### src/rtl/core/hcbp_pkg.sv
// Shared types and constants for the Huffman code bit packer.
// Used by every module of the block but the checker; depends on nothing.

package hcbp_pkg;

    localparam int SYMBOLS_DEF      = 256;
    localparam int MAX_CODE_LEN_DEF = 32;
    localparam int CODE_W           = 32;
    localparam int LEN_W            = 6;
    localparam int BYTE_W           = 8;
    localparam int MAX_BYTES        = 4;
    localparam int CNT_W            = 3;

    typedef enum logic [1:0] {
        MODE_LOAD   = 2'd0,
        MODE_ENCODE = 2'd1,
        MODE_FLUSH  = 2'd2
    } mode_t;

    // One group of packed bytes handed from the packer to the output buffer.
    typedef struct packed {
        logic                               push;
        logic                               last;
        logic [CNT_W-1:0]                   count;
        logic [MAX_BYTES-1:0][BYTE_W-1:0]   bytes;
    } grp_t;

endpackage

### src/rtl/core/hcbp_pack.sv
// Packing stage: merges the looked-up code with the pending bits and forms
// a group of up to four bytes. Depends on hcbp_pkg.

module hcbp_pack (
    input  logic                         clk,
    input  logic                         rst_n,
    input  logic                         accept,
    input  logic [1:0]                   mode,
    input  logic                         sym_ok,
    input  logic [hcbp_pkg::CODE_W-1:0]  rd_bits,
    input  logic [hcbp_pkg::LEN_W-1:0]   rd_len,
    input  logic                         grp_free,
    output logic                         stage_free,
    output hcbp_pkg::grp_t               grp
);

    logic                        s1_valid_reg;
    logic                        s1_valid_next;
    hcbp_pkg::mode_t             s1_mode_reg;
    logic [6:0]                  pbits_reg;
    logic [6:0]                  pbits_next;
    logic [2:0]                  pcnt_reg;
    logic [2:0]                  pcnt_next;
    logic [5:0]                  total;
    logic [38:0]                 acc;
    logic [39:0]                 aligned;
    logic [7:0]                  flush_byte;
    logic [hcbp_pkg::CNT_W-1:0]  n_bytes;
    logic                        advance;
    logic [hcbp_pkg::MAX_BYTES-1:0][hcbp_pkg::BYTE_W-1:0] grp_bytes;
    logic                        grp_last;

    assign total      = 6'(pcnt_reg) + rd_len;
    assign acc        = (39'(pbits_reg) << rd_len) | 39'(rd_bits);
    assign aligned    = {1'b0, acc} << (6'd40 - total);
    assign flush_byte = {1'b0, pbits_reg} << (4'd8 - {1'b0, pcnt_reg});

    always_comb
    begin
        n_bytes    = '0;
        pbits_next = pbits_reg;
        pcnt_next  = pcnt_reg;
        grp_bytes  = '0;
        grp_last   = 1'b0;
        case (s1_mode_reg)
            hcbp_pkg::MODE_ENCODE:
            begin
                if (sym_ok)
                begin
                    n_bytes   = total[5:3];
                    pcnt_next = total[2:0];
                    pbits_next = acc[6:0] & 7'((8'd1 << total[2:0]) - 8'd1);
                    for (int k = 0; k < hcbp_pkg::MAX_BYTES; k++)
                    begin
                        grp_bytes[k] = aligned[39-8*k -: 8];
                    end
                end
            end
            hcbp_pkg::MODE_FLUSH:
            begin
                if (pcnt_reg != 3'd0)
                begin
                    n_bytes      = hcbp_pkg::CNT_W'(1);
                    grp_bytes[0] = flush_byte;
                    grp_last     = 1'b1;
                    pbits_next   = '0;
                    pcnt_next    = '0;
                end
            end
            default:
            begin
                n_bytes = '0;
            end
        endcase
    end

    assign advance    = s1_valid_reg && ((n_bytes == '0) || grp_free);
    assign stage_free = !s1_valid_reg || advance;
    assign grp.bytes  = grp_bytes;
    assign grp.last   = grp_last;
    assign grp.count  = n_bytes;
    assign grp.push   = advance && (n_bytes != '0);

    always_comb
    begin
        s1_valid_next = s1_valid_reg;
        if (accept)
        begin
            s1_valid_next = 1'b1;
        end
        else if (advance)
        begin
            s1_valid_next = 1'b0;
        end
    end

    always_ff @(posedge clk)
    begin
        if (accept)
        begin
            s1_mode_reg <= hcbp_pkg::mode_t'(mode);
        end
    end

    always_ff @(posedge clk or negedge rst_n)
    begin
        if (!rst_n)
        begin
            s1_valid_reg <= 1'b0;
            pbits_reg    <= '0;
            pcnt_reg     <= '0;
        end
        else
        begin
            s1_valid_reg <= s1_valid_next;
            if (advance)
            begin
                pbits_reg <= pbits_next;
                pcnt_reg  <= pcnt_next;
            end
        end
    end

endmodule

### config.mk
export PLATFORM = sky130hd
export DESIGN_NAME = hcbp_pack
export DESIGN_NICKNAME = d
export VERILOG_FILES = /design/src/rtl/core/hcbp_pkg.sv /design/src/rtl/core/hcbp_pack.sv
export SDC_FILE = /design/constraint.sdc
export NUM_CORES = 1
export LEC_CHECK = 0
export BUFFER_PORTS_ARGS = -buffer_cell sky130_fd_sc_hd__buf_2
export CORE_ASPECT_RATIO = 0.7
export CORE_MARGIN = 2
export CORE_UTILIZATION = 40
export DETAILED_ROUTE_END_ITERATION = 10
export PLACE_DENSITY = 0.6
export SYNTH_ARGS = -nofsm -noshare
export SYNTH_HDL_FRONTEND = slang
export SYNTH_SLANG_ARGS = --single-unit
### constraint.sdc
create_clock -name clk -period 5.5 [get_ports clk]
set_clock_uncertainty 0.05 [all_clocks]
set_input_delay 0.825 -clock clk [delete_from_list [all_inputs] [get_ports clk]]
set_output_delay 0.825 -clock clk [all_outputs]
set_load 0.1 [all_outputs]
* Word-level counts from Yosys, hierarchy flattened
Index checks and enable logic that the tools add are counted.
Cells by class: add/subtract/negate cells 4, multipliers 0, divide/modulo/power cells 0, $lt $le $gt $ge 0, equal/unequal tests 4, shift-type cells 4, muxes and demuxes 17, bitwise operators 2, reduce and logical (&&, ||, !) cells 11
Operators by type and width (number):
- 39-bit by 6-bit << shifter with 40-bit output | 1
- 39-bit by 32-bit OR with 39-bit output | 1
- 7-bit by 6-bit << shifter with 39-bit output | 1
- 32-bit two-way mux | 1
- 24-bit two-way mux | 1
- 8-bit one-hot mux with 2 select lines | 1
- 7-bit two-way mux | 2
- 7-bit one-hot mux with 2 select lines | 1
- 3-bit one-hot mux with 2 select lines | 2
- 3-bit two-way mux | 3
- 8-bit two-way mux | 1
- 7-bit by 4-bit << shifter with 8-bit output | 1
- 7-bit AND | 1
- 1-bit by 3-bit << shifter with 7-bit output (first input constant) | 1
- 7-bit by 1-bit subtractor with 7-bit output (second input constant) | 1
- 3-bit by 6-bit adder with 6-bit output | 1
- 3-bit nonzero test | 2
- 6-bit subtractor (first input constant) | 1
- 1-bit two-way mux | 5
- 2-bit != test (second input constant) | 2
- 4-bit AND reduction | 1
- 2-bit nonzero test | 2
- 4-bit by 3-bit subtractor with 4-bit output (first input constant) | 1
- 3-bit logical NOT | 1
- other kinds (5) | 7
Storage, ports and cells: bits in registers 13, latch bits 0, memory bits (writable) 0, bits in read-only memories 0, output and inout port bits 38, memories kept 0

* Longest topological paths before layout
Gate-level depths: netlist of the first run.
depth in word-level cells 8, depth in mapped cells 14

* Worst setup path after synthesis of the first run
No wires, ideal clock.
kind in2out, start in rd_len[0] in the netlist's numbering, end out grp[6] in the netlist's numbering, arrival time 6.865 ns, slack -2.240 ns, stages 13, path buffers 4, cells stage by stage ha_1 > inv_1 > clkbuf_1 > clkbuf_1 > ha_1 > ha_1 > inv_1 > clkbuf_1 > clkbuf_1 > a211oi_1 > o31ai_1 > a221oi_1 > o41ai_1
RTL lines:
- start, declared | line hcbp_pack.sv:11 | input logic [hcbp_pkg::LEN_W-1:0] rd_len,
- end, declared | line hcbp_pack.sv:14 | output hcbp_pkg::grp_t grp

==> results of run 1 <==
[worst register-to-register path, cell delays in order (launching register included)]
cell and delay, ns:
dfrtp_1 0.39, ha_1 0.21, fa_1 0.41, a21o_1 0.19
nor3b_1 0.16, nor2_1 0.42, nor3_2 0.10, nor3_1 0.28
o2111ai_1 0.14, buf_4 0.22, a2111oi_0 0.34, a21o_1 0.13
[cells by family (layout without fill, tap and decap cells)]
family,Yosys count,after routing,share of synthesized area
AOI/OAI and AO/OA,283,283,0.418
DFF,13,13,0.0670
xor gates and xnor gates,10,10,0.0230
and+or+nand+nor,238,238,0.221
muxes,70,70,0.166
adders and majority gates,15,15,0.0390
buffers and inverters,85,168,0.0668
[cell usage in the layout, fill, tap and decap left out, types with 24 or more instances in the layout]
cell,netlist,final
buf_12,0,27
nor3_1,26,24
a211oi_1,29,26
a21oi_1,43,38
nor2_1,79,73
mux2i_1,49,49
buf_2,3,55
nand2_1,64,63
o21ai_0,27,25
buf_4,1,56
[timing repair]
| item | CTS | global route |
|---|---|---|
| setup endpoints to repair | 0 | 8 |
| hold buffers | 0 | 0 |
| hold endpoints to repair | 0 | 0 |
| gates resized for setup | 0 | 11 |
[path summary, 6_finish.rpt]
check / startpoint / end / slack, ns / cells after the start
hold reg to reg: pcnt_reg[2] / pcnt_reg[2] / 0.57 / 2
max in group asynchronous: rst_n / s1_valid_reg / 4.77 / 1
min in group clk: pcnt_reg[2] / pcnt_reg[2] / 0.57 / 2
setup reg to reg: pcnt_reg[0] / pbits_reg[6] / 2.40 / 11
setup / recovery: rd_len[0] / grp[4] / 0.17 / 12
hold / removal: rst_n / pcnt_reg[0] / 0.40 / 1
[layout make-up]
class                           count  area (µm²)
Multi-Input combinational cell    616        4580
Sequential cell                    13         335
Clock buffer                        4        78.8
Tap cell                          162         203
Inverter                           24        90.1
Timing Repair Buffer              140        1250
Fill cell                        1187        5760
[metal layers]
layer / vias up / part of all wire
met5: - / 0
met4: 0 / 0.021
met3: 42 / 0.11
met2: 449 / 0.41
met1: 3204 / 0.45
li1: 2973 / -
[per-stage QoR]
step           hold WS [ns]   util  worst slack [ns]  TNS [ns]
3_5_place_dp          0.563  0.522             0.155         0
5_1_grt               0.419  0.532            0.0200         0
6_report              0.403  0.532             0.167         0
2_1_floorplan         0.446      -           -0.0734    -0.147
3_3_place_gp          0.559  0.522             0.162         0
4_1_cts               0.417  0.528             0.139         0
==> flow_summary.ini, run 1 <==
[final_layout]
final_nets = 858
num_antenna_cells = 0
largest_register_ffs = 7
final_layout_size_suffix_gt1_frac = 0.272
final_cells = 959
area_growth_pct = 30.6
stdcell_area_um2 = 6540

[grt]
grt_max_degree = 51
gr-usage-met3 = 0.0631
grt_pass1_wl_mm = 36.2
grt.busiest_layer = met1
track_usage = 0.349
grt_use_met1 = 0.540
antenna_found_initial = 0
gr-total-overflow = 0
first_global_vias = 6130
grtUsageMet2 = 0.493

[logic_synthesis]
ys_async_sr_fraction = 0.846
synth_fp_nets = 774
yosys_register_bits = 13
ys_top_cells_by_area = mux2i_1 9.8%, nor2_1 5.9%, dfrtp_1 5.5%, nand2_1 4.8%, a211oi_1 4.4%
synth_area_per_cell_um2 = 7.01
ys_types = 79
ys.flop_type = dfrtp_1
ys_seq_area_frac = 0.0670
synth-edff-count = 2
synth_most_common_cell = nor2_1
syn_area_um2 = 5000
ys.warnings.count = 0
yosys.area.top_type_share = 0.0980
synth_top_area_cell = mux2i_1
syn_inst = 714
synthTopCellsByCount = 79 x nor2_1, 64 x nand2_1, 54 x clkbuf_1

[timing]
hold_viol_final = 0
period_minus_slack_ns = 5.33
slew_headroom = 0.452
rsz0062_at_grt = false
maxSlewViolCount = 0
period_share = 0.970
worst_pin_slew_ns = 0.799
finalSetupViolCount = 0
max_freq_ghz = 0.188

[critical_path]
start_kind = primary input
end_kind = output pin
cp_top_family = compound AO/OA/AOI/OAI gates
arrival_ns = 4.46
worst_path_largest_cell_delay_ns = 0.72
path_buf_inv = 4
crit_fanout = 18
crit_required_ns = 4.62
path_cells = buf_2 -> buf_4 -> mux2i_1 -> a2111oi_0 -> a211oi_1 -> buf_4 -> a22oi_1 -> a21oi_1 -> mux2i_1 -> a2111oi_1 -> a311oi_4 -> buf_12
criticalPathCategory = in -> out
worst_path_max_delay_cell = mux2i_1

[routing]
drt-vias-per-instance = 6.95
ant_nets = 0
wl_mm = 23.7
drt_iter0_drc = 894
drc = 0
vias = 6668
first_pass_iters = 8
detail_route.wl_per_cell_um = 24.7

[clock_tree]
h-tree-depth = 1
clockBufferDepth = 2
clkSinkCount = 13
insertion_delay_ns = 0.24
cts_buffers = 3
cts_setup_buffers = 0
cts_tree = built
cts.reportedPaths.clkPinSlew_ns = 0.05
root_buffer = clkbuf_16

[die]
die_h_um = 97.6
coreArea_um2 = 12300
die_area_um2 = 13400
pin_count = 83
initial_utilization = 0.407
row_count = 34
dieWidth_um = 138

[placed_design]
numPortBuffers = 82
hpwl_mm = 18.9
placed_area_um2 = 6420
placed_cells = 955
gp_congestion = 0.988

[hold_path]
hold_path.class = in -> async

[status]
outcome = finished, final reports clean

[run]
cap_violations = 0
Power of run 1 is left out: the tool's default activity adds up to more than one toggle a clock period on the data nets, which glitch-free logic cannot reach.
==> run 2: changes to the inputs <==
- CORE_UTILIZATION: 40 -> 48
- GPL_TIMING_DRIVEN: not set -> 0
- PLACE_DENSITY: 0.6 -> 0.7
==> flow_summary.ini, run 2 (synthesis gave the netlist of run 1 again) <==
[status]
outcome = finished, final reports clean

[critical_path]
crit_path_start = rd_len[0]
r2r-start = pcnt_reg[0]
path_cells = buf_2 -> ha_2 -> fa_1 -> ha_1 -> clkinv_2 -> clkbuf_2 -> clkbuf_2 -> clkbuf_2 -> mux2i_2 -> a211oi_2 -> a211oi_4 -> buf_4
crit_fanout = 10
arrival_ns = 4.62
reg2reg_depth = 11
worst_path_max_delay_cell = mux2i_2
worst_path_largest_cell_delay_ns = 0.52
reg2reg_to = pbits_reg[6]
endpoint = grp[7]
criticalPathCategory = in -> out
r2r_slack_ns = 2.15
cp_common_cell = clkbuf_2
start_kind = primary input
crit_required_ns = 4.62
end_kind = output pin

[clock_tree]
cts_buffers = 3
insertion_delay_ns = 0.24
root_buffer = clkbuf_16
holdBufCountCts = 0
clockBufferDepth = 2
clkSinkCount = 13
cts_tree = built
cts.reportedPaths.clkPinSlew_ns = 0.05
h-tree-depth = 1

[routing]
drt-vias-per-instance = 7.61
drt_iter0_drc = 1386
drc = 0
first_pass_iters = 9
detail_route.wl_per_cell_um = 26.8
wl_mm = 25.0
vias = 7109
ant_nets = 0

[die]
initial_utilization = 0.489
dieWidth_um = 126
coreArea_um2 = 10200
die_area_um2 = 11300
row_count = 31
die_h_um = 89.4
pin_count = 83

[timing]
finalSetupViolCount = 0
slew_headroom = 0.270
rsz0062_at_grt = true
hold_viol_final = 0
period_share = 0.998
maxSlewViolCount = 0
worst_pin_slew_ns = 1.07
max_freq_ghz = 0.182
period_minus_slack_ns = 5.49
fin_tns_setup_ns = 0

[placed_design]
placed_cells = 928
placed_area_um2 = 5790
gp_congestion = 1.09
hpwl_mm = 19.6
numPortBuffers = 82

[grt]
grt_max_degree = 12
grt_pass1_wl_mm = 37.8
antenna_found_initial = 0
gr-total-overflow = 0
track_usage = 0.430
first_global_vias = 6503

[final_layout]
mostFrequentLayoutCells = 73 x nor2_1, 63 x nand2_1, 63 x buf_2
utilization = 0.615
final_layout_size_suffix_gt1_frac = 0.282
largest_register_ffs = 7
final_common_cell = nor2_1
area_growth_pct = 25.9
stdcell_area_um2 = 6300
num-fill-cells = 961
final_nets = 863
final_cells = 934
num_antenna_cells = 0

[hold_path]
hold_path.class = in -> async

[run]
cap_violations = 0
run 2: area by class of cell:
class | instances | area [µm²] | area share
repair buffers | 85 | 510 | 0.0810
flip-flops and latches | 13 | 335 | 0.0532
well taps | 132 | 165 | 0.0262
plain buffers | 60 | 295 | 0.0469
inverters | 24 | 91.3 | 0.0145
clock buffers | 4 | 78.8 | 0.0125
multi-input cells | 616 | 4820 | 0.766
run 2: worst min path at each step:
stage / from / endpoint / slack [ns] / cells after the start
after floorplan: pcnt_reg[2] / pcnt_reg[2] / 0.45 / 2
after global placement: pcnt_reg[2] / pcnt_reg[2] / 0.53 / 2
after detailed placement: pcnt_reg[2] / pcnt_reg[2] / 0.55 / 2
after CTS: rst_n / pbits_reg[2] / 0.41 / 1
after global routing: rst_n / pbits_reg[2] / 0.41 / 1
final: rst_n / pbits_reg[2] / 0.39 / 1
run 2: metrics by stage:
step                      setup WS, ns  hold WS (ns)
after floorplan                -0.0734         0.446
after global placement           -1.11         0.531
after detailed placement         -1.21         0.551
after CTS                      -0.0661         0.406
after global routing           -0.0421         0.414
final                          0.00845         0.395
run 2: worst max-delay path: cells and delay by family:
kind / cells / cell delay (ns)
compound gates: 2 / 0.41
mux: 1 / 0.52
buf+inv: 6 / 1.65
fa+ha+maj: 3 / 1.21
run 2: what timing repair did:
item / in CTS / in global routing
cloned: 0 / 0
resized for setup: 68 / 51
pin swaps: 5 / 4
buffers inserted: 3 / 0
setup endpoints to repair: 32 / 32
run 2: layer usage:
metal  up-vias  routed length (µm)  track usage
li1       2985                   -            -
met1      3317               10000        0.586
met2       682               10000        0.645
met3       125                3970        0.142
met4         0                 974        0.140
met5         -                   0            0
Power of run 2 is left out for the same reason.
