File: src/rtl/core/hcbp_pkg.sv
// Shared types and constants for the Huffman code bit packer.
// Used by every module of the block but the checker; depends on nothing.

package hcbp_pkg;

    localparam int SYMBOLS_DEF      = 256;
    localparam int MAX_CODE_LEN_DEF = 32;
    localparam int CODE_W           = 32;
    localparam int LEN_W            = 6;
    localparam int BYTE_W           = 8;
    localparam int MAX_BYTES        = 4;
    localparam int CNT_W            = 3;

    typedef enum logic [1:0] {
        MODE_LOAD   = 2'd0,
        MODE_ENCODE = 2'd1,
        MODE_FLUSH  = 2'd2
    } mode_t;

    // One group of packed bytes handed from the packer to the output buffer.
    typedef struct packed {
        logic                               push;
        logic                               last;
        logic [CNT_W-1:0]                   count;
        logic [MAX_BYTES-1:0][BYTE_W-1:0]   bytes;
    } grp_t;

endpackage

File: src/rtl/core/hcbp_out_buf.sv
// Output buffer: holds one group of packed bytes and hands them out one
// item per cycle while out_ready is high. Depends on hcbp_pkg.

module hcbp_out_buf (
    input  logic           clk,
    input  logic           rst_n,
    input  hcbp_pkg::grp_t grp,
    input  logic           out_ready,
    output logic           out_valid,
    output logic [7:0]     out_byte,
    output logic           last_byte,
    output logic           grp_free
);

    logic [hcbp_pkg::MAX_BYTES-1:0][hcbp_pkg::BYTE_W-1:0] bytes_reg;
    logic                                                 last_reg;
    logic [hcbp_pkg::CNT_W-1:0]                           cnt_reg;
    logic [hcbp_pkg::CNT_W-1:0]                           cnt_next;
    logic [1:0]                                           idx_reg;
    logic [1:0]                                           idx_next;
    logic                                                 take;

    assign out_valid = (cnt_reg != '0);
    assign take      = out_valid && out_ready;
    assign grp_free  = (cnt_reg == '0) || ((cnt_reg == hcbp_pkg::CNT_W'(1)) && out_ready);
    assign out_byte  = bytes_reg[idx_reg];
    assign last_byte = last_reg;

    always_comb
    begin
        cnt_next = cnt_reg;
        idx_next = idx_reg;
        if (grp.push)
        begin
            cnt_next = grp.count;
            idx_next = '0;
        end
        else if (take)
        begin
            cnt_next = cnt_reg - hcbp_pkg::CNT_W'(1);
            idx_next = idx_reg + 2'd1;
        end
    end

    always_ff @(posedge clk)
    begin
        if (grp.push)
        begin
            bytes_reg <= grp.bytes;
            last_reg  <= grp.last;
        end
    end

    always_ff @(posedge clk or negedge rst_n)
    begin
        if (!rst_n)
        begin
            cnt_reg <= '0;
            idx_reg <= '0;
        end
        else
        begin
            cnt_reg <= cnt_next;
            idx_reg <= idx_next;
        end
    end

endmodule

File: config.mk
export PLATFORM = sky130hd
export DESIGN_NAME = hcbp_out_buf
export DESIGN_NICKNAME = d
export VERILOG_FILES = /design/src/rtl/core/hcbp_pkg.sv /design/src/rtl/core/hcbp_out_buf.sv
export SDC_FILE = /design/constraint.sdc
export NUM_CORES = 1
export LEC_CHECK = 0
export BUFFER_PORTS_ARGS = -buffer_cell sky130_fd_sc_hd__buf_4
export CORE_AREA = 3 3 78 80
export DETAILED_ROUTE_END_ITERATION = 12
export DIE_AREA = 0 0 81 83
export PLACE_DENSITY = 0.59
export SYNTH_ARGS = -nofsm -noshare
export SYNTH_HDL_FRONTEND = slang
export SYNTH_SLANG_ARGS = --single-unit
File: constraint.sdc
create_clock -name clk -period 2.8 [get_ports clk]
set_clock_uncertainty 0.1 [all_clocks]
set_input_delay 0.56 -clock clk [delete_from_list [all_inputs] [get_ports clk]]
set_output_delay 0.56 -clock clk [all_outputs]
set_load 0.01 [all_outputs]
-- Word level (Yosys, flattened, before mapping)
Cells that the tools add are included.
- add/subtract/negate cells: 2
- order comparisons: 1
- eq/ne operators: 1
- mux-type cells: 6
- reductions and logical operators: 6
- operator list (cell ; number):
    $bmux W8 S2 ; 1
    $mux W8 ; 1
    $mux W3 ; 2
    $mux W2 ; 2
    $eq A3 B1 Y1 const B ; 1
    $logic_not A3 Y1 ; 1
    $lt A2 B3 Y1 const B ; 1
    $reduce_bool A3 Y1 ; 1
    $sub A3 B1 Y3 const B ; 1
    $add A2 B1 Y2 const B ; 1
    $logic_and A1 B1 Y1 ; 2
    $reduce_bool A2 Y1 ; 1
    $logic_or A1 B1 Y1 ; 1
- register bits after elaboration: 38
- input bits: 40
- output and inout bits: 11

-- Depth between registers and ports, before layout
Gate-level depths: netlist (run 1).
- word-level depth: 4
- gate-level depth with buffers: 6
- depth with buffers taken out: 6

-- Worst setup path after synthesis (run 1)
No wires, ideal clock.
- path kind: register -> output
- from: reg idx_reg[0]
- to: out out_byte[0]
- arrival time: 1.038 ns
- required time: 2.140 ns
- slack: 1.102 ns
- stages on the path, launching flop included: 3
- buffers on the path: 1
- cell sequence: dfrtp_1 buf_6 mux4_2
- word-level cells in the longest chain between the ends: 2
- ends and longest elaborated chain (what ; line ; text):
    start, declared ; hcbp_out_buf.sv:19 ; logic [1:0] idx_reg;
    start signal, assigned ; hcbp_out_buf.sv:64 ; idx_reg <= idx_next;
    $bmux W8 S2 ; hcbp_out_buf.sv:26 ; assign out_byte = bytes_reg[idx_reg];
    $mux W8 (implied by the code) ; hcbp_out_buf.sv:26 ;
    end, declared ; hcbp_out_buf.sv:10 ; output logic [7:0] out_byte,
Every way passes these cells. The select of a mux whose other input is x is not followed.

-- Final worst setup path (run 1)
- from: reg idx_reg[0]
- to: out out_byte[2]
The elaborated chain is that of the path after synthesis.

==> results of run 1 <==
-- layer usage --
layer,GRT usage,vias up,share of wire
li1,-,418,-
met1,0.0994,421,0.38
met2,0.160,37,0.53
met3,0.0336,7,0.081
met4,0.0323,0,0.011
met5,0,-,0
-- stage by stage --
stage / instance area, um2 / power [mW] / setup WS (ns) / hold slack, ns
global route: 2070 / 1.36 / 0.194 / 0.336
CTS: 2070 / 1.32 / 0.296 / 0.339
global placement: 1960 / 0.868 / 0.607 / 0.263
detailed placement: 1960 / 0.878 / 0.610 / 0.268
finish: 2070 / 1.29 / 0.367 / 0.352
floorplan: 1510 / 0.775 / 1.10 / 0.164
-- report_power, final --
group          total (mW)  internal (mW)  switching [mW]
Sequential          0.691          0.666          0.0243
Clock               0.429          0.257           0.172
Combinational       0.170          0.105          0.0655
Total                1.29           1.03           0.262
-- area by class of cell --
class / count / area share
flip-flops and latches: 38 / 0.539
repair buffers: 51 / 0.186
multi-input cells: 34 / 0.172
well taps: 72 / 0.0435
clock buffers: 5 / 0.0333
clock inverters: 2 / 0.0163
inverters: 5 / 0.00907
-- synth_stat cells --
library cell   n
mux2i_1        1
edfxtp_1      33
buf_2          1
or3_1          1
a21oi_1        4
dfrtp_1        5
o21ai_0        3
mux2_2         1
nor2b_1        1
nor2b_2        1
and2b_1        1
nor3_1         1
nand2b_1       1
clkbuf_1       1
ha_1           3
a31oi_1        1
nand3_1        1
o31a_1         1
nor2_1         3
inv_1          3
mux4_1         1
buf_6          1
nand2_1        2
mux4_2         7
inv_2          2
-- worst max-delay path by stage --
stage	startpoint	to	slack [ns]
floorplan	idx_reg[0]	out_byte[0]	1.10
global placement	idx_reg[0]	out_byte[2]	0.61
detailed placement	idx_reg[0]	out_byte[2]	0.61
CTS	idx_reg[0]	out_byte[2]	0.30
global route	idx_reg[0]	out_byte[2]	0.19
finish	idx_reg[0]	out_byte[2]	0.37
-- cell families after synthesis --
family / Yosys count / share of synthesized area
DFF: 38 / 0.738
and+or+nand+nor: 12 / 0.0422
muxes: 10 / 0.136
AOI/OAI and AO/OA: 9 / 0.0331
buffers and inverters: 8 / 0.0257
adders and majority gates: 3 / 0.0248
==> summary.md, run 1 <==
| Metric | Value |
|---|---|
| Core Area | about 5500 um2 |
| Hold crit path type | in -> reg |
| Crit path cell chain | mux4_1 -> buf_4 |
| Yosys top cell area share | 0.656 |
| Crit. path cell count | 2 |
| Multi-input logic area | 357 um2 |
| Tmin final | 2.43 ns |
| Peak supply drop | ~220 uV |
| Clk sinks | 38 |
| Initial DRC count | 15 |
| Worst Hold Endpoint | bytes_reg[23] |
| Worst Reg-to-Reg Cells | 6 |
| Layout cells sized above 1 | 0.496 |
| DIE HEIGHT | ~83 um |
| Fin. max-slew vios | 0 |
| Vias per cell | ~4.3 |
| Synth cell types | 25 |
| Slew headroom | 0.603 |
| Vias | 883 |
| Die ar. | 6720 um2 |
| Post-cts resize count | 0 |
| Reg2reg setup slack | 1.15 ns |
| H-tree levels | 2 |
| Status | complete, no violations |
| Hold Crit Depth | 1 |
| Post-CTS Setup Inserts | 0 |
| Synth area leaders | edfxtp_1, mux4_2, dfrtp_1, ha_1, mux4_1 |
| CP Capture Type | output port |
| Number of flip-flops in the largest register | 32 |
| First-pass GRT wire length | 4620 um |
| Clock-pin slew on the worst setup and hold paths | 0.07 ns |
| Sequential area share after synthesis | 0.738 |
| Most frequent cells in the layout | buf_4, edfxtp_1, mux4_2 |
| CTS tree | yes |
| Crit path max-delay cell type | dfrtp_1 |
| WS Path Type | reg -> out |
| Fin crit share | 0.869 |
| Post-route ant nets | 0 |
| PortBufs | 50 |
| Commonest non-fill, non-tap cell in the layout | buf_4 |
| Root Driver | clkbuf_8 |
| Fillcell total | roughly 540 |
| WL final | 2850 um |
| DP Wirelength | 2090 um |
| Pwr dens | 624 nW/um2 |
| Fin. Hold Viols | 0 |
| Skew-Pair Late Insertion Delay | 0.27 ns |
| Total number of yosys warnings | 0 |
| TritonRoute pass-1 iters | 2 |
| Antenna cell count | 0 |
| Number of global-route vias before repair | 1018 |
| Final-report setup violation count | 0 |
| Pin count of the biggest net entering global routing | 43 |
| Antenna violations before repair | 0 |
| Final cell count without fillers | 207 |
| Overflow after GRT | 0 |
| CP arrival | between 1.5 and 2 ns |
| Reg-to-reg endpoint | idx_reg[1] |
| DRC Markers | 0 |
| Area Growth Syn to Fin | 36.9% |
| Cell family with most CP delay | flip-flops |
| Die width | 81 um |
| Synthesized area | 1510 um2 |
| Critical Path RT | between 2 and 2.5 ns |
| CTS max path bufs | 2 |
| Hold_buf cts | 1 |
| Num rows | 27 |
| Slowest stage delay, CP | 0.72 ns |
| Startpoint types | flop |
| Syn Nets | 123 |
| Syn Area/Cell | 18.9 um2 |
| Setup tns final | 0 ns |
| Seq. cell area | 1120 um2 |
| Leading area contributor after synthesis | edfxtp_1 |
| Final core occ | 0.378 |
| CTS buffer count | 5 |
| Crit path buffers/inverters | 1 |
| Worst Max-Slew Pin Slew | slightly below 0.6 ns |
| RSZ-0062 raised after global routing | false |
| Io pins | 51 |
| Gp weighted congestion | around 0.63 |
| Reg2reg start | cnt_reg[0] |
| Routed WL per cell | 13.8 um |
| Tot GR Track Use | 0.0915 |
| Hold Startpoint | grp[23] |
| Layout Nets | 178 |
| Worst-path fanout max | 11 |
| Max cap viols | 0 |
| Cells after Synth | 80 |
| Leak | 0.829 nW |
| Initial Utilization | 0.276 |
| Synthesized flop and latch total | 38 |
| Placed cells | 199 |
| FMAX | ~410 MHz |
Power figures use the tool's default switching activity.
==> run 2, diff against run 1 <==
--- a/config.mk
+++ b/config.mk
@@ -7,9 +7,10 @@
 export LEC_CHECK = 0
 export BUFFER_PORTS_ARGS = -buffer_cell sky130_fd_sc_hd__buf_4
 export CORE_AREA = 3 3 78 80
+export CTS_CLUSTER_SIZE = 12
 export DETAILED_ROUTE_END_ITERATION = 12
 export DIE_AREA = 0 0 81 83
-export PLACE_DENSITY = 0.59
+export PLACE_DENSITY = 0.52
 export SYNTH_ARGS = -nofsm -noshare
 export SYNTH_HDL_FRONTEND = slang
 export SYNTH_SLANG_ARGS = --single-unit
==> summary.md, run 2 (synthesized netlist as in run 1, its figures left out) <==
| Metric | Value |
|---|---|
| Overflow after GRT | 0 (unchanged) |
| Sw frac | 0.215 (+0.0120) |
| Area Growth Syn to Fin | 35.4% |
| Clock-pin slew on the worst setup and hold paths | 0.07 ns (about the same) |
| Routed WL per cell | 12.9 um (-6.1%) |
| Sw Pwr | 259 uW (-0.92%) |
| Combinational share of power | 0.139 (+0.007) |
| Slowest stage delay, CP | 0.72 ns (about the same) |
| DRC Markers | 0 (unchanged) |
| Status | complete, no violations |
| CTS tree | yes |
| Initial DRC count | 79 (+64) |
| First-pass GRT wire length | 4440 um (-3.9%) |
| Final-report setup violation count | 0 (unchanged) |
| CTS max path bufs | 2 (unchanged) |
| Post-CTS Setup Inserts | 0 (unchanged) |
| Antenna violations before repair | 0 (unchanged) |
| Root Driver | clkbuf_8 |
| Max cap viols | 0 (unchanged) |
| Number of global-route vias before repair | 991 (-2.7%) |
| PortBufs | 50 (unchanged) |
| Antenna cell count | 0 (unchanged) |
| Seq. cell area | 1120 um2 (unchanged) |
| Hold WS | 0.348 ns (-0.00402 ns) |
| Crit path max-delay cell type | dfrtp_1 |
| Die ar. | 6720 um2 (unchanged) |
| Pin count of the biggest net entering global routing | 43 (unchanged) |
| Worst Max-Slew Pin Slew | 0.589 ns (-0.00645 ns) |
| DP Wirelength | 1930 um (-7.8%) |
| Peak supply drop | 222 uV (-1.3%) |
| Skew-Pair Late Insertion Delay | 0.28 ns (about the same) |
| Post-route ant nets | 0 (unchanged) |
| Cell family with most CP delay | flip-flops |
| Num rows | 27 (unchanged) |
| Fin. max-slew vios | 0 (unchanged) |
| Post-cts resize count | 0 (unchanged) |
| Most frequent cells in the layout | buf_4, edfxtp_1, mux4_2 |
| Hold crit path type | in -> reg |
| Commonest non-fill, non-tap cell in the layout | buf_4 |
| Leak | 0.816 nW (-1.5%) |
| DIE HEIGHT | 83 um (unchanged) |
| Layout Nets | 178 (unchanged) |
| CP arrival | 1.79 ns (+0.02 ns) |
| Vias per cell | 4.23 (-0.93%) |
| Clock group share of total power | 0.289 (-0.044) |
| Core Area | 5470 um2 (unchanged) |
| Clk sinks | 38 (unchanged) |
| P_int | 948 uW (-7.9%) |
| Pwr dens | 590 nW/um2 (-5.4%) |
| Vias | 879 (-0.45%) |
| Final WS setup | 0.351 ns (-0.0158 ns) |
| Place WS | 0.591 ns (-0.0189 ns) |
| Tot GR Track Use | 0.0870 (-0.00447) |
| FMAX | 408 MHz (-0.65%) |
| Critical Path RT | 2.14 ns (about the same) |
| Die width | 81 um (unchanged) |
| Placed cells | 199 (unchanged) |
| Io pins | 51 (unchanged) |
| Setup tns final | 0 ns (unchanged) |
| Slew headroom | 0.607 (+0.00430) |
| Crit path buffers/inverters | 1 (unchanged) |
| TritonRoute pass-1 iters | 4 (+2) |
| Fin. Hold Viols | 0 (unchanged) |
| Number of flip-flops in the largest register | 32 (unchanged) |
| Gp weighted congestion | 0.582 (-7.2%) |
| Pwr Total | 1.21 mW (-6.5%) |
| Initial Utilization | 0.276 (unchanged) |
| H-tree levels | 2 (unchanged) |
| WS Path Type | reg -> out |
| Layout cells sized above 1 | 0.485 (-0.0110) |
| Sequential power share | 0.572 (+0.037) |
| Tmin final | 2.45 ns (+0.0158 ns) |
| Multi-input logic area | 357 um2 (unchanged) |
| Fin crit share | 0.875 (+0.00565) |
| CTS buffer count | 5 (unchanged) |
| Fillcell total | 557 (+2.4%) |
| WL final | 2690 um (-5.6%) |
| Crit path cell chain | mux4_1 -> buf_4 |
| Final cell count without fillers | 208 (+0.48%) |
| RSZ-0062 raised after global routing | false |
| CP Capture Type | output port |
| Startpoint types | flop |
| Worst-path fanout max | 11 (unchanged) |
-- run 2: cell types whose count changed in the layout (fill, tap and decap cells not counted) --
cell / before / now
bufinv_16: 1 / 0
clkbuf_1: 0 / 3
clkinv_1: 1 / 0
-- run 2: what timing repair did --
action,4_1_cts,5_1_grt
hold endpoints to repair,5,0
hold buffers,1,0
endpoints found under the setup margin,0,0
-- run 2: metal layers --
layer | vias to the layer above | share of wire | GRT usage
met5 | - | 0 | 0
met4 | 0 | 0.013 | 0.0369
met2 | 37 | 0.50 | 0.143
met1 | 419 | 0.40 | 0.0974
li1 | 419 | - | -
met3 | 4 | 0.087 | 0.0358
-- run 2: power groups by stage --
stage / clock (mW) / combinational [mW] / sequential (mW)
2_1_floorplan: 0 / 0.0858 / 0.689
3_3_place_gp: 0 / 0.168 / 0.702
3_5_place_dp: 0 / 0.170 / 0.704
4_1_cts: 0.370 / 0.172 / 0.692
5_1_grt: 0.396 / 0.184 / 0.697
6_report: 0.349 / 0.168 / 0.690
-- run 2: stage by stage --
step                utilization  cell area [um2]
floorplan                     -             1510
detailed placement        0.358             1960
CTS                       0.374             2050
finish                    0.374             2050
global placement          0.358             1960
global route              0.374             2050
-- run 2: final timing paths --
path / startpoint / endpoint / slack [ns] / depth (start not counted)
worst max-delay path: idx_reg[0] / out_byte[2] / 0.35 / 2
worst min-delay path: grp[17] / bytes_reg[17] / 0.35 / 1
worst max register to register: cnt_reg[0] / idx_reg[1] / 1.15 / 6
worst min register to register: cnt_reg[1] / cnt_reg[1] / 0.46 / 2
max in group asynchronous: rst_n / idx_reg[1] / 1.98 / 2
min in group asynchronous: rst_n / cnt_reg[0] / 0.52 / 2
-- run 2: area by class of cell --
cell class	instances	share of cell area
clock buffers	8	0.0391
inverters	5	0.00917
multi-input cells	34	0.174
flip-flops and latches	38	0.545
well taps	72	0.0440
repair buffers	51	0.188
==> run 3, diff against run 2 <==
--- a/config.mk
+++ b/config.mk
@@ -10,7 +10,6 @@
 export CTS_CLUSTER_SIZE = 12
 export DETAILED_ROUTE_END_ITERATION = 12
 export DIE_AREA = 0 0 81 83
-export PLACE_DENSITY = 0.52
 export SYNTH_ARGS = -nofsm -noshare
 export SYNTH_HDL_FRONTEND = slang
 export SYNTH_SLANG_ARGS = --single-unit
==> summary.md, run 3 (synthesized netlist as in run 1, its figures left out) <==
| Metric | Value |
|---|---|
| Fin crit share | 0.867 (-0.00742) |
| Fin. max-slew vios | 0 (unchanged) |
| CP arrival | 1.77 ns (-0.02 ns) |
| Post-cts resize count | 0 (unchanged) |
| Clock-pin slew on the worst setup and hold paths | 0.08 ns (about the same) |
| Final-report setup violation count | 0 (unchanged) |
| Die width | 81 um (unchanged) |
| Tot GR Track Use | 0.0942 (+0.00726) |
| Clk sinks | 38 (unchanged) |
| DIE HEIGHT | 83 um (unchanged) |
| Crit path max-delay cell type | dfrtp_1 |
| Post-route ant nets | 0 (unchanged) |
| PortBufs | 50 (unchanged) |
| DRC Markers | 0 (unchanged) |
| Commonest non-fill, non-tap cell in the layout | buf_4 |
| Cell family with most CP delay | flip-flops |
| CP Capture Type | output port |
| Initial Utilization | 0.276 (unchanged) |
| Status | complete, no violations |
| Hold crit path type | in -> reg |
| TritonRoute pass-1 iters | 4 (unchanged) |
| Layout cells sized above 1 | 0.507 (+0.0221) |
| Vias | 896 (+1.9%) |
| RSZ-0062 raised after global routing | false |
| P_int | 1.15 mW (+21%) |
| Crit. path cell count | 2 (unchanged) |
| Num rows | 27 (unchanged) |
| Vias per cell | 4.31 (+1.9%) |
| Most frequent cells in the layout | buf_4, edfxtp_1, mux4_2 |
| Pwr dens | 677 nW/um2 (+15%) |
| Gp weighted congestion | 0.610 (+4.8%) |
| WS Path Type | reg -> out |
| Crit path buffers/inverters | 1 (unchanged) |
| Routed WL per cell | 13.9 um (+7.9%) |
| CTS max path bufs | 2 (unchanged) |
| Pin count of the biggest net entering global routing | 43 (unchanged) |
| Sw Pwr | 276 uW (+6.4%) |
| Final Instance Area | 2110 um2 (+3.1%) |
| DP Wirelength | 2120 um (+10%) |
| Combinational share of power | 0.121 (-0.018) |
| CTS buffer count | 5 (unchanged) |
| Antenna violations before repair | 0 (unchanged) |
| Leak | 0.848 nW (+3.9%) |
| Worst-path fanout max | 11 (unchanged) |
| Worst Max-Slew Pin Slew | 0.577 ns (-0.0124 ns) |
| Io pins | 51 (unchanged) |
| Place WS | 0.593 ns (+0.00181 ns) |
| Peak supply drop | 356 uV (+61%) |
| Slowest stage delay, CP | 0.71 ns (about the same) |
| Area Growth Syn to Fin | 39.6% |
| Max cap viols | 0 (unchanged) |
| Slew headroom | 0.615 (+0.00825) |
| Crit path cell chain | mux4_1 -> buf_4 |
| CTS tree | yes |
| H-tree levels | 2 (unchanged) |
| WL final | 2900 um (+7.9%) |
| Initial DRC count | 33 (-58%) |
| Hold Crit Depth | 1 (unchanged) |
| Placed cells | 199 (unchanged) |
| Worst Reg-to-Reg Cells | 6 (unchanged) |
| Die ar. | 6720 um2 (unchanged) |
| Final cell count without fillers | 208 (unchanged) |
| Critical Path RT | 2.14 ns (about the same) |
| Setup tns final | 0 ns (unchanged) |
| Core Area | 5470 um2 (unchanged) |
| Sw frac | 0.193 (-0.0215) |
| Clock group share of total power | 0.395 (+0.106) |
| Tmin final | 2.43 ns (-0.0208 ns) |
| Overflow after GRT | 0 (unchanged) |
| Fin. Hold Viols | 0 (unchanged) |
| Root Driver | clkbuf_8 |
| Layout Nets | 178 (unchanged) |
| Sequential power share | 0.484 (-0.088) |
| First-pass GRT wire length | 4730 um (+6.4%) |
| Number of flip-flops in the largest register | 32 (unchanged) |
| Startpoint types | flop |
| Number of global-route vias before repair | 1036 (+4.5%) |
| Final WS setup | 0.372 ns (+0.0208 ns) |
| FMAX | 412 MHz (+0.86%) |
| Cell Area, Placed | 1960 um2 (unchanged) |
| Skew-Pair Late Insertion Delay | 0.28 ns (about the same) |
| Antenna cell count | 0 (unchanged) |
## run 3: cell types whose count changed in the layout (fill, tap and decap cells not counted), sizes merged
cell | previous run | this run
bufinv | 0 | 2
clkbuf | 8 | 6
## run 3: worst register-to-register path, delay by kind of cell, from the launching register on
family | cells | cell delay [ns]
AND/OR/NAND/NOR | 2 | 0.35
multiplexers | 1 | 0.34
buffers and inverters | 2 | 0.21
flip-flops | 1 | 0.41
adder cells (fa/ha/maj) | 1 | 0.20
## run 3: routing by layer
metal  share of wire  GRT usage
met1            0.36     0.0983
met3           0.075     0.0380
met2            0.54      0.165
met5               0          0
met4           0.017     0.0369
## run 3: worst paths after layout
kind	from	endpoint	slack, ns
worst max-delay path	idx_reg[0]	out_byte[2]	0.37
worst min-delay path	grp[24]	bytes_reg[24]	0.35
worst max register to register	cnt_reg[0]	idx_reg[1]	1.08
worst min register to register	cnt_reg[1]	cnt_reg[1]	0.47
max in group asynchronous	rst_n	idx_reg[0]	1.97
min in group asynchronous	rst_n	cnt_reg[2]	0.51
## run 3: area by class of cell
class | instances | area (um2)
clock buffer | 6 | 82.6
clock inverter | 2 | 60.1
fill | 537 | 3360
inverter | 5 | 18.8
multi-input combinational | 34 | 357
sequential | 38 | 1120
tap | 72 | 90.1
timing repair buffer | 51 | 385
## run 3: power by group through the flow
stage | registers [mW] | clock network, mW | logic [mW]
3_5_place_dp | 0.706 | 0 | 0.175
5_1_grt | 0.698 | 0.615 | 0.189
2_1_floorplan | 0.689 | 0 | 0.0858
3_3_place_gp | 0.703 | 0 | 0.166
4_1_cts | 0.693 | 0.582 | 0.177
6_report | 0.691 | 0.563 | 0.173
## run 3: through the flow
step                      hold WS, ns  power [mW]  utilization
after floorplan                 0.164       0.775            -
after global placement          0.264       0.869        0.358
after detailed placement        0.267       0.881        0.358
after CTS                       0.333        1.45        0.385
after global routing            0.318        1.50        0.385
final                           0.346        1.43        0.385
## run 3: timing repair
action / CTS / global route
endpoints found under the hold margin: 5 / 0
setup buffers: 0 / 0
hold buffers: 1 / 0
